==> src/design/csvtok_pkg.sv <==
// csvtok_pkg: shared types, character and code constants for the csv tokenizer
// used by every module of csv_field_tokenizer_unit; no dependencies
`timescale 1ns / 1ps

package csvtok_pkg;

  // characters that steer the tokenizer
  localparam logic [7:0] CH_QUOTE = 8'h22;
  localparam logic [7:0] CH_COMMA = 8'h2C;
  localparam logic [7:0] CH_CR    = 8'h0D;
  localparam logic [7:0] CH_LF    = 8'h0A;

  // result kinds
  localparam logic [2:0] KIND_BYTE  = 3'd0;
  localparam logic [2:0] KIND_FIELD = 3'd1;
  localparam logic [2:0] KIND_ROW   = 3'd2;
  localparam logic [2:0] KIND_END   = 3'd3;
  localparam logic [2:0] KIND_ERR   = 3'd4;

  // error codes
  localparam logic [2:0] ERR_NONE       = 3'd0;
  localparam logic [2:0] ERR_AFTER_CLOSE = 3'd1;
  localparam logic [2:0] ERR_STRAY_QUOTE = 3'd2;
  localparam logic [2:0] ERR_UNTERM      = 3'd3;
  localparam logic [2:0] ERR_EMPTY       = 3'd4;

  // most results one input beat can cause
  localparam int MAX_RES = 3;

  // default depth of the queue between front and back
  localparam int QUEUE_DEPTH_DEF = 4;

  typedef struct packed {
    logic [7:0] in_byte;
    logic       in_end;
    logic       in_valid;
  } in_t;

  typedef struct packed {
    logic [2:0] out_kind;
    logic [7:0] out_byte;
    logic [2:0] err_code;
    logic       run_last;
  } out_t;

  // group of results from one input beat
  typedef struct packed {
    logic [1:0]           cnt;
    out_t [MAX_RES-1:0]   res;
  } grp_t;

  // parser flags
  typedef struct packed {
    logic in_quotes;
    logic quote_pending;
    logic closed_quote;
    logic field_begun;
    logic row_has_fields;
    logic cr_pending;
    logic any_row_seen;
    logic error_seen;
  } st_t;

  // build one result entry
  function automatic out_t mk_res(input logic [2:0] kind, input logic [7:0] b,
                                  input logic [2:0] err);
    out_t r;
    r.out_kind = kind;
    r.out_byte = b;
    r.err_code = err;
    r.run_last = 1'b0;
    return r;
  endfunction

endpackage

==> src/design/csvtok_front.sv <==
// csvtok_front: accepts input beats, runs the parser flags and forms result groups
// depends on csvtok_pkg
`timescale 1ns / 1ps

module csvtok_front import csvtok_pkg::*; (
  input  logic clk,
  input  logic rst_n,
  input  logic in_valid,
  output logic in_stall,
  input  in_t  in_data,
  input  logic q_full,
  output logic push,
  output grp_t push_grp
);

  st_t        st_r;
  st_t        st_nxt;
  grp_t       grp;
  logic [1:0] n;
  logic       skip;
  logic       do_plain;
  logic [7:0] b;
  logic       acc;

  assign in_stall = q_full;
  assign acc      = in_valid && !q_full;
  assign b        = in_data.in_byte;

  // parse one beat: byte first, then end of input
  always_comb begin
    st_nxt   = st_r;
    grp      = '0;
    n        = 2'd0;
    skip     = 1'b0;
    do_plain = 1'b0;

    if (in_data.in_valid && !st_r.error_seen) begin
      if (st_r.cr_pending) begin
        st_nxt.cr_pending = 1'b0;
        if (b == CH_LF) begin
          skip = 1'b1;
        end
      end
      if (!skip) begin
        if (st_r.quote_pending) begin
          st_nxt.quote_pending = 1'b0;
          if (b == CH_QUOTE) begin
            grp.res[n] = mk_res(KIND_BYTE, CH_QUOTE, ERR_NONE);
            n = n + 2'd1;
          end else begin
            st_nxt.in_quotes    = 1'b0;
            st_nxt.closed_quote = 1'b1;
            do_plain            = 1'b1;
          end
        end else if (st_r.in_quotes) begin
          if (b == CH_QUOTE) begin
            st_nxt.quote_pending = 1'b1;
          end else begin
            grp.res[n] = mk_res(KIND_BYTE, b, ERR_NONE);
            n = n + 2'd1;
          end
        end else begin
          do_plain = 1'b1;
        end
      end

      // byte outside quotes
      if (do_plain) begin
        if (st_nxt.closed_quote && b != CH_COMMA && b != CH_CR && b != CH_LF) begin
          grp.res[n] = mk_res(KIND_ERR, 8'h00, ERR_AFTER_CLOSE);
          n = n + 2'd1;
          st_nxt.error_seen = 1'b1;
        end else if (b == CH_QUOTE) begin
          if (st_nxt.field_begun) begin
            grp.res[n] = mk_res(KIND_ERR, 8'h00, ERR_STRAY_QUOTE);
            n = n + 2'd1;
            st_nxt.error_seen = 1'b1;
          end else begin
            st_nxt.in_quotes   = 1'b1;
            st_nxt.field_begun = 1'b1;
          end
        end else if (b == CH_COMMA) begin
          grp.res[n] = mk_res(KIND_FIELD, 8'h00, ERR_NONE);
          n = n + 2'd1;
          st_nxt.row_has_fields = 1'b1;
          st_nxt.field_begun    = 1'b0;
          st_nxt.closed_quote   = 1'b0;
        end else if (b == CH_LF || b == CH_CR) begin
          grp.res[n] = mk_res(KIND_ROW, 8'h00, ERR_NONE);
          n = n + 2'd1;
          st_nxt.any_row_seen   = 1'b1;
          st_nxt.row_has_fields = 1'b0;
          st_nxt.field_begun    = 1'b0;
          st_nxt.closed_quote   = 1'b0;
          st_nxt.cr_pending     = (b == CH_CR);
        end else begin
          grp.res[n] = mk_res(KIND_BYTE, b, ERR_NONE);
          n = n + 2'd1;
          st_nxt.field_begun = 1'b1;
        end
      end
    end

    // end of input: close what is open, then input end and back to reset
    if (in_data.in_end) begin
      if (!st_nxt.error_seen) begin
        if (st_nxt.quote_pending) begin
          st_nxt.quote_pending = 1'b0;
          st_nxt.in_quotes     = 1'b0;
          st_nxt.closed_quote  = 1'b1;
        end
        if (st_nxt.in_quotes) begin
          grp.res[n] = mk_res(KIND_ERR, 8'h00, ERR_UNTERM);
          n = n + 2'd1;
        end else begin
          if (st_nxt.row_has_fields || st_nxt.field_begun) begin
            grp.res[n] = mk_res(KIND_ROW, 8'h00, ERR_NONE);
            n = n + 2'd1;
            st_nxt.any_row_seen = 1'b1;
          end
          if (!st_nxt.any_row_seen) begin
            grp.res[n] = mk_res(KIND_ERR, 8'h00, ERR_EMPTY);
            n = n + 2'd1;
          end
        end
      end
      if (n != 2'd3) begin
        grp.res[n] = mk_res(KIND_END, 8'h00, ERR_NONE);
        n = n + 2'd1;
      end
      st_nxt = '0;
    end

    // flag the last result of this beat
    if (n != 2'd0) begin
      grp.res[n - 2'd1].run_last = 1'b1;
    end
    grp.cnt = n;
  end

  assign push     = acc && (n != 2'd0);
  assign push_grp = grp;

  // parser flags
  always_ff @(posedge clk) begin
    if (!rst_n) begin
      st_r <= '0;
    end else if (acc) begin
      st_r <= st_nxt;
    end
  end

endmodule

==> src/design/csvtok_queue.sv <==
// csvtok_queue: small first-in first-out queue of result groups between front and back
// depends on csvtok_pkg
`timescale 1ns / 1ps

module csvtok_queue import csvtok_pkg::*; #(
  parameter int QUEUE_DEPTH = QUEUE_DEPTH_DEF
) (
  input  logic clk,
  input  logic rst_n,
  input  logic push,
  input  grp_t push_grp,
  input  logic pop,
  output logic full,
  output logic head_valid,
  output grp_t head_grp
);

  localparam int PW = (QUEUE_DEPTH > 1) ? $clog2(QUEUE_DEPTH) : 1;
  localparam int CW = $clog2(QUEUE_DEPTH + 1);

  grp_t          slot_r [QUEUE_DEPTH];
  logic [PW-1:0] wr_r;
  logic [PW-1:0] wr_nxt;
  logic [PW-1:0] rd_r;
  logic [PW-1:0] rd_nxt;
  logic [CW-1:0] cnt_r;
  logic [CW-1:0] cnt_nxt;
  logic          do_push;
  logic          do_pop;

  assign full       = (cnt_r == CW'(QUEUE_DEPTH));
  assign head_valid = (cnt_r != '0);
  assign head_grp   = slot_r[rd_r];
  assign do_push    = push && !full;
  assign do_pop     = pop && head_valid;

  // pointer wrap
  always_comb begin
    wr_nxt = wr_r;
    rd_nxt = rd_r;
    if (do_push) begin
      wr_nxt = (wr_r == PW'(QUEUE_DEPTH - 1)) ? '0 : wr_r + PW'(1);
    end
    if (do_pop) begin
      rd_nxt = (rd_r == PW'(QUEUE_DEPTH - 1)) ? '0 : rd_r + PW'(1);
    end
    cnt_nxt = cnt_r + CW'(do_push) - CW'(do_pop);
  end

  // control
  always_ff @(posedge clk) begin
    if (!rst_n) begin
      wr_r  <= '0;
      rd_r  <= '0;
      cnt_r <= '0;
    end else begin
      wr_r  <= wr_nxt;
      rd_r  <= rd_nxt;
      cnt_r <= cnt_nxt;
    end
  end

  // storage
  always_ff @(posedge clk) begin
    if (do_push) begin
      slot_r[wr_r] <= push_grp;
    end
  end

endmodule

==> src/design/csvtok_back.sv <==
// csvtok_back: walks each result group and sends one result beat per cycle while the
// receiver does not stall, through an output register; depends on csvtok_pkg
`timescale 1ns / 1ps

module csvtok_back import csvtok_pkg::*; (
  input  logic clk,
  input  logic rst_n,
  input  logic head_valid,
  input  grp_t head_grp,
  output logic pop,
  output logic out_valid,
  input  logic out_stall,
  output out_t out_data
);

  logic [1:0] idx_r;
  logic [1:0] idx_nxt;
  logic       out_valid_r;
  logic       out_valid_nxt;
  out_t       out_data_r;
  logic       load;

  assign load = head_valid && (!out_valid_r || !out_stall);
  assign pop  = load && (idx_r == head_grp.cnt - 2'd1);

  // next result index and output register state
  always_comb begin
    idx_nxt = idx_r;
    if (load) begin
      idx_nxt = pop ? 2'd0 : idx_r + 2'd1;
    end
    if (load) begin
      out_valid_nxt = 1'b1;
    end else if (!out_stall) begin
      out_valid_nxt = 1'b0;
    end else begin
      out_valid_nxt = out_valid_r;
    end
  end

  // control
  always_ff @(posedge clk) begin
    if (!rst_n) begin
      idx_r       <= 2'd0;
      out_valid_r <= 1'b0;
    end else begin
      idx_r       <= idx_nxt;
      out_valid_r <= out_valid_nxt;
    end
  end

  // output payload
  always_ff @(posedge clk) begin
    if (load) begin
      out_data_r <= head_grp.res[idx_r];
    end
  end

  assign out_valid = out_valid_r;
  assign out_data  = out_data_r;

endmodule

==> src/design/csv_field_tokenizer_unit.sv <==
// Streaming CSV tokenizer, one input beat per byte with an end-of-input flag. Each
// beat gives zero to three result beats: field bytes with quotes removed, field end,
// row end, input end and error. The front takes one input beat per cycle while the
// queue of result groups has room; the back sends one result beat per cycle while the
// receiver does not stall, so a beat that causes k results takes k output beats.
// Results pass through the group queue and the output register. After an error, bytes are
// dropped until the end beat, and every end beat returns the parser to its reset state.
// depends on csvtok_pkg, csvtok_front, csvtok_queue, csvtok_back
`timescale 1ns / 1ps

module csv_field_tokenizer_unit import csvtok_pkg::*; #(
  parameter int QUEUE_DEPTH = QUEUE_DEPTH_DEF
) (
  input  logic clk,
  input  logic rst_n,
  input  logic in_valid,
  output logic in_stall,
  input  in_t  in_data,
  output logic out_valid,
  input  logic out_stall,
  output out_t out_data
);

  logic q_full;
  logic push;
  grp_t push_grp;
  logic pop;
  logic head_valid;
  grp_t head_grp;

  // parser front
  csvtok_front u_front (
    .clk      (clk),
    .rst_n    (rst_n),
    .in_valid (in_valid),
    .in_stall (in_stall),
    .in_data  (in_data),
    .q_full   (q_full),
    .push     (push),
    .push_grp (push_grp)
  );

  // group queue
  csvtok_queue #(
    .QUEUE_DEPTH (QUEUE_DEPTH)
  ) u_queue (
    .clk        (clk),
    .rst_n      (rst_n),
    .push       (push),
    .push_grp   (push_grp),
    .pop        (pop),
    .full       (q_full),
    .head_valid (head_valid),
    .head_grp   (head_grp)
  );

  // result back
  csvtok_back u_back (
    .clk        (clk),
    .rst_n      (rst_n),
    .head_valid (head_valid),
    .head_grp   (head_grp),
    .pop        (pop),
    .out_valid  (out_valid),
    .out_stall  (out_stall),
    .out_data   (out_data)
  );

endmodule

==> config.mk <==
export PLATFORM = sky130hd
export DESIGN_NAME = csv_field_tokenizer_unit
export DESIGN_NICKNAME = d
export VERILOG_FILES = /design/src/design/csvtok_pkg.sv /design/src/design/csvtok_front.sv /design/src/design/csvtok_queue.sv /design/src/design/csvtok_back.sv /design/src/design/csv_field_tokenizer_unit.sv
export SDC_FILE = /design/constraint.sdc
export NUM_CORES = 1
export LEC_CHECK = 0
export BUFFER_PORTS_ARGS = -buffer_cell sky130_fd_sc_hd__buf_2
export CAP_MARGIN = 25
export CORE_MARGIN = 3
export CORE_UTILIZATION = 35
export DETAILED_ROUTE_END_ITERATION = 8
export SLEW_MARGIN = 30
export SYNTH_ARGS = -nofsm -noshare
export SYNTH_HDL_FRONTEND = slang
export SYNTH_SLANG_ARGS = --single-unit
==> constraint.sdc <==
create_clock -name clk -period 6.2 [get_ports clk]
set_input_delay 1.24 -clock clk [delete_from_list [all_inputs] [get_ports clk]]
set_output_delay 1.24 -clock clk [all_outputs]
set_load 0.01 [all_outputs]
==> flow_summary_export.csv <==
group,metric,value,unit
timing,fin_setup_tns,0,ps
route,drc,0,
pwr,p_sw_share,27.0,%
placement,hpwlAfterDp,10.7,mm
yosys,synth_edf_count,167,
setup_path,r2r_cells,13,
cts,cts-root-buf,"clkbuf_16",
global_route,antenna_found_initial,0,
min_path,holdCritPathClass,"reg -> reg",
floorplan,rows,55,
cts,clock_latency,430,ps
cts,path_clk_slew,60,ps
route,vias,4519,
yosys,synth_top_flop_cell,"edfxtp_1",
pwr,power.switching,937,uW
floorplan,core_area,22800,um2
pwr,pwr-share-clk,31.5,%
setup_path,arrival,5370,ps
cts,htree_num_levels,4,
setup_path,startpoint,"in_data[6]",
min_path,hold_depth,2,
yosys,avgSynthCellArea,15.9,um2
timing,setup_viol,0,
pwr,vdd_drop_max,0.193,mV
finish,area.growth.synth_to_final,15.3,%
timing,rsz0062_at_grt,"no",
cts,cts_resized,0,
setup_path,crit_fanout,14,
timing,slew_viol_final,0,
floorplan,io_pins,31,
global_route,grt_max_degree,39,
pwr,p_int,2540,uW
timing,hold_viol_final,0,
global_route,grt_overflow,0,
timing,final.min_clock_period,5250,ps
route,drtIter0Drc,307,
yosys,netlist_instances,515,
yosys,synth_area_leader_cell,"edfxtp_1",
floorplan,dieArea,25200,um2
global_route,grt_use_total,13.5,%
setup_path,critical_path_class,"in -> reg",
cts,post_cts_buffers,0,
cts,tritoncts,"done",
placement,gp_congestion,0.901,
placement,io_buffers,30,
timing,holdWs,489,ps
timing,max_freq,190,MHz
cts,clock-sinks,187,
setup_path,cp-end-kind,"register",
route,antenna_left,0,
timing,worst_slew_pin_slew,787,ps
floorplan,die_height,159,um
cts,cts_inserted_buffers,17,
floorplan,die_x,159,um
timing,min_period_over_period,84.7,%
job,cap_viol_max_count,0,
yosys,async_flop_share,0,%
timing,clock_skew,16.2,ps
cts,ctsHoldBuffers,0,
pwr,seqPwrFrac,46.2,%
global_route,grt_pass1_vias,4794,
yosys,ys_ff_latch,187,
yosys,synth_top_area_share,61.4,%
pwr,powerDensity,369,nW/um2
setup_path,required,6320,ps
yosys,netlist_area,8170,um2
yosys,ys_warn_count,0,
route,firstDrtPassIters,4,
yosys,synth.area.top_cells,"edfxtp_1 (61%), mux4_2 (10%), dfxtp_1 (4.9%)",
finish,drive_gt1_share,21.4,%
setup_path,crit_end,"u_queue.slot_r[0][8]",
global_route,grt_pass1_wl,26.5,mm
setup_path,start_kind,"input port",
setup_path,r2r-start,"u_front.st_r[2]",
finish,n_antenna_cell,0,
yosys,ys_seq_area_share,66.3,%
floorplan,start_util,35.9,%
pwr,p_leak,0.00316,uW
setup_path,r2r_slack,1980,ps
yosys,synth_cell_type_count,61,
setup_path,rr_endpoint,"u_queue.slot_r[0][8]",
pwr,p_comb_share,22.3,%
outcome,status,"complete, no violations",
cts,cts_buffer_depth,2,
timing,max_slew_margin,47.5,%
route,routed_wl,16.2,mm
route,detail_route.vias_per_cell,4.96,
finish,nNetsFinal,615,
route,wire_per_inst,17.8,um
==> cell type report <==
class	count	area (um2)
fill	2073	13400
sequential	187	5420
multi-input combinational	325	2730
clock buffer	18	429
tap	313	392
timing repair buffer	40	225
clock inverter	13	169
inverter	15	56.3
==> logic make-up after synthesis <==
logic type,synth area share (%)
buffers and inverters,1.90
xor gates and xnor gates,0.643
muxes,13.0
DFF,66.3
other,0.0919
adders and majority gates,2.39
and+or+nand+nor,10.1
AOI/OAI and AO/OA,5.58
==> cells in the final DEF, fill, tap and decap left out, types with 3 or more instances in the layout <==
cell / instances
bufinv_16: 3
nor3b_1: 3
nor2_1: 34
inv_1: 14
and3_1: 3
conb_1: 35
buf_4: 10
a32oi_1: 3
ha_1: 14
o21bai_1: 3
xnor2_1: 6
o22ai_1: 6
nor2b_1: 14
clkbuf_16: 17
nand3b_1: 5
clkinvlp_4: 5
a31oi_1: 4
nor3_1: 11
edfxtp_1: 167
dfxtp_1: 19
mux2i_1: 21
o21ai_0: 10
a21oi_1: 10
nand3_1: 8
and2_1: 13
nor4b_1: 4
and2_2: 4
mux4_2: 38
nand2b_1: 5
a21boi_0: 4
nand2_1: 29
a22oi_1: 3
buf_2: 30
nand4_1: 3
==> sequential cells by signal, indices dropped and copies added (netlist names), named ones only <==
| register | flops |
|---|---|
| u_back.out_valid | 1 |
| u_queue.wr_r | 2 |
| u_queue.slot_r | 152 |
| u_queue.cnt_r | 3 |
| u_queue.rd_r | 2 |
| u_back.idx_r | 2 |
| u_back.out_data | 15 |
| u_front.st_r | 8 |
==> per-stage QoR <==
step / std cells / instance area (um2) / utilization (%) / power, uW / worst slack, ps
after global routing: 911 / 9420 / 41.4 / 3670 / 717
after detailed placement: 880 / 8820 / 38.7 / 2430 / 566
final: 911 / 9420 / 41.4 / 3470 / 951
after CTS: 911 / 9420 / 41.4 / 3530 / 988
after global placement: 880 / 8820 / 38.7 / 2410 / 680
after floorplan: 548 / 8290 / - / 2180 / 1440
==> layer usage <==
layer,vias up,GRT usage [%],wire (um)
met2,82,22.2,7900
met4,0,4.38,244
li1,2107,-,-
met5,-,0,0
met1,2312,18.0,7610
met3,18,2.77,456
==> cell usage after synthesis (2+ instances only) <==
cell type and instances:
edfxtp_1 167, mux4_2 38, nor2_1 34, nand2_1 29, mux2i_1 21, dfxtp_1 20, and2_1 17, ha_1 14
inv_1 14, nor2b_1 14, a21oi_1 11, nor3_1 11, clkbuf_1 10, o21ai_0 10, nand3_1 8, buf_1 7
o22ai_1 6, xnor2_1 6, nand2b_1 5, nand3b_1 5, a21boi_0 4, a31oi_1 4, nor4b_1 4, a22oi_1 3
a32oi_1 3, and3_1 3, nand4_1 3, nor3b_1 3, o21bai_1 3, a211oi_2 2, and3b_1 2, buf_6 2
conb_1 2, nor4b_2 2, o21ai_1 2
==> power groups by stage <==
| stage | sequential, uW | clock, uW | combinational (uW) |
|---|---|---|---|
| after floorplan | 1660 | 0 | 523 |
| after global placement | 1630 | 0 | 784 |
| after detailed placement | 1640 | 0 | 796 |
| after CTS | 1610 | 1120 | 798 |
| after global routing | 1620 | 1180 | 872 |
| final | 1600 | 1100 | 774 |
==> worst min-delay path by stage <==
stage                                start                to  slack [ps]
final                     u_back.out_valid  u_back.out_valid         490
after global routing       u_front.st_r[2]   u_front.st_r[2]         520
after CTS                  u_front.st_r[2]   u_front.st_r[2]         490
after detailed placement   u_front.st_r[2]   u_front.st_r[2]         480
after global placement     u_front.st_r[2]   u_front.st_r[2]         480
after floorplan            u_front.st_r[2]   u_front.st_r[2]         450
==> critical path, stage by stage <==
cell      delay (ps)
buf_2            130
or3_1            460
nor3_4           330
a22oi_1          200
ha_1             320
and3b_1          160
o22a_1           350
ha_1             330
and3_1           170
ha_1             310
nand3b_1          80
o32a_2           390
a211oi_4         660
nor4b_1          230
Power figures use the tool's default switching activity.
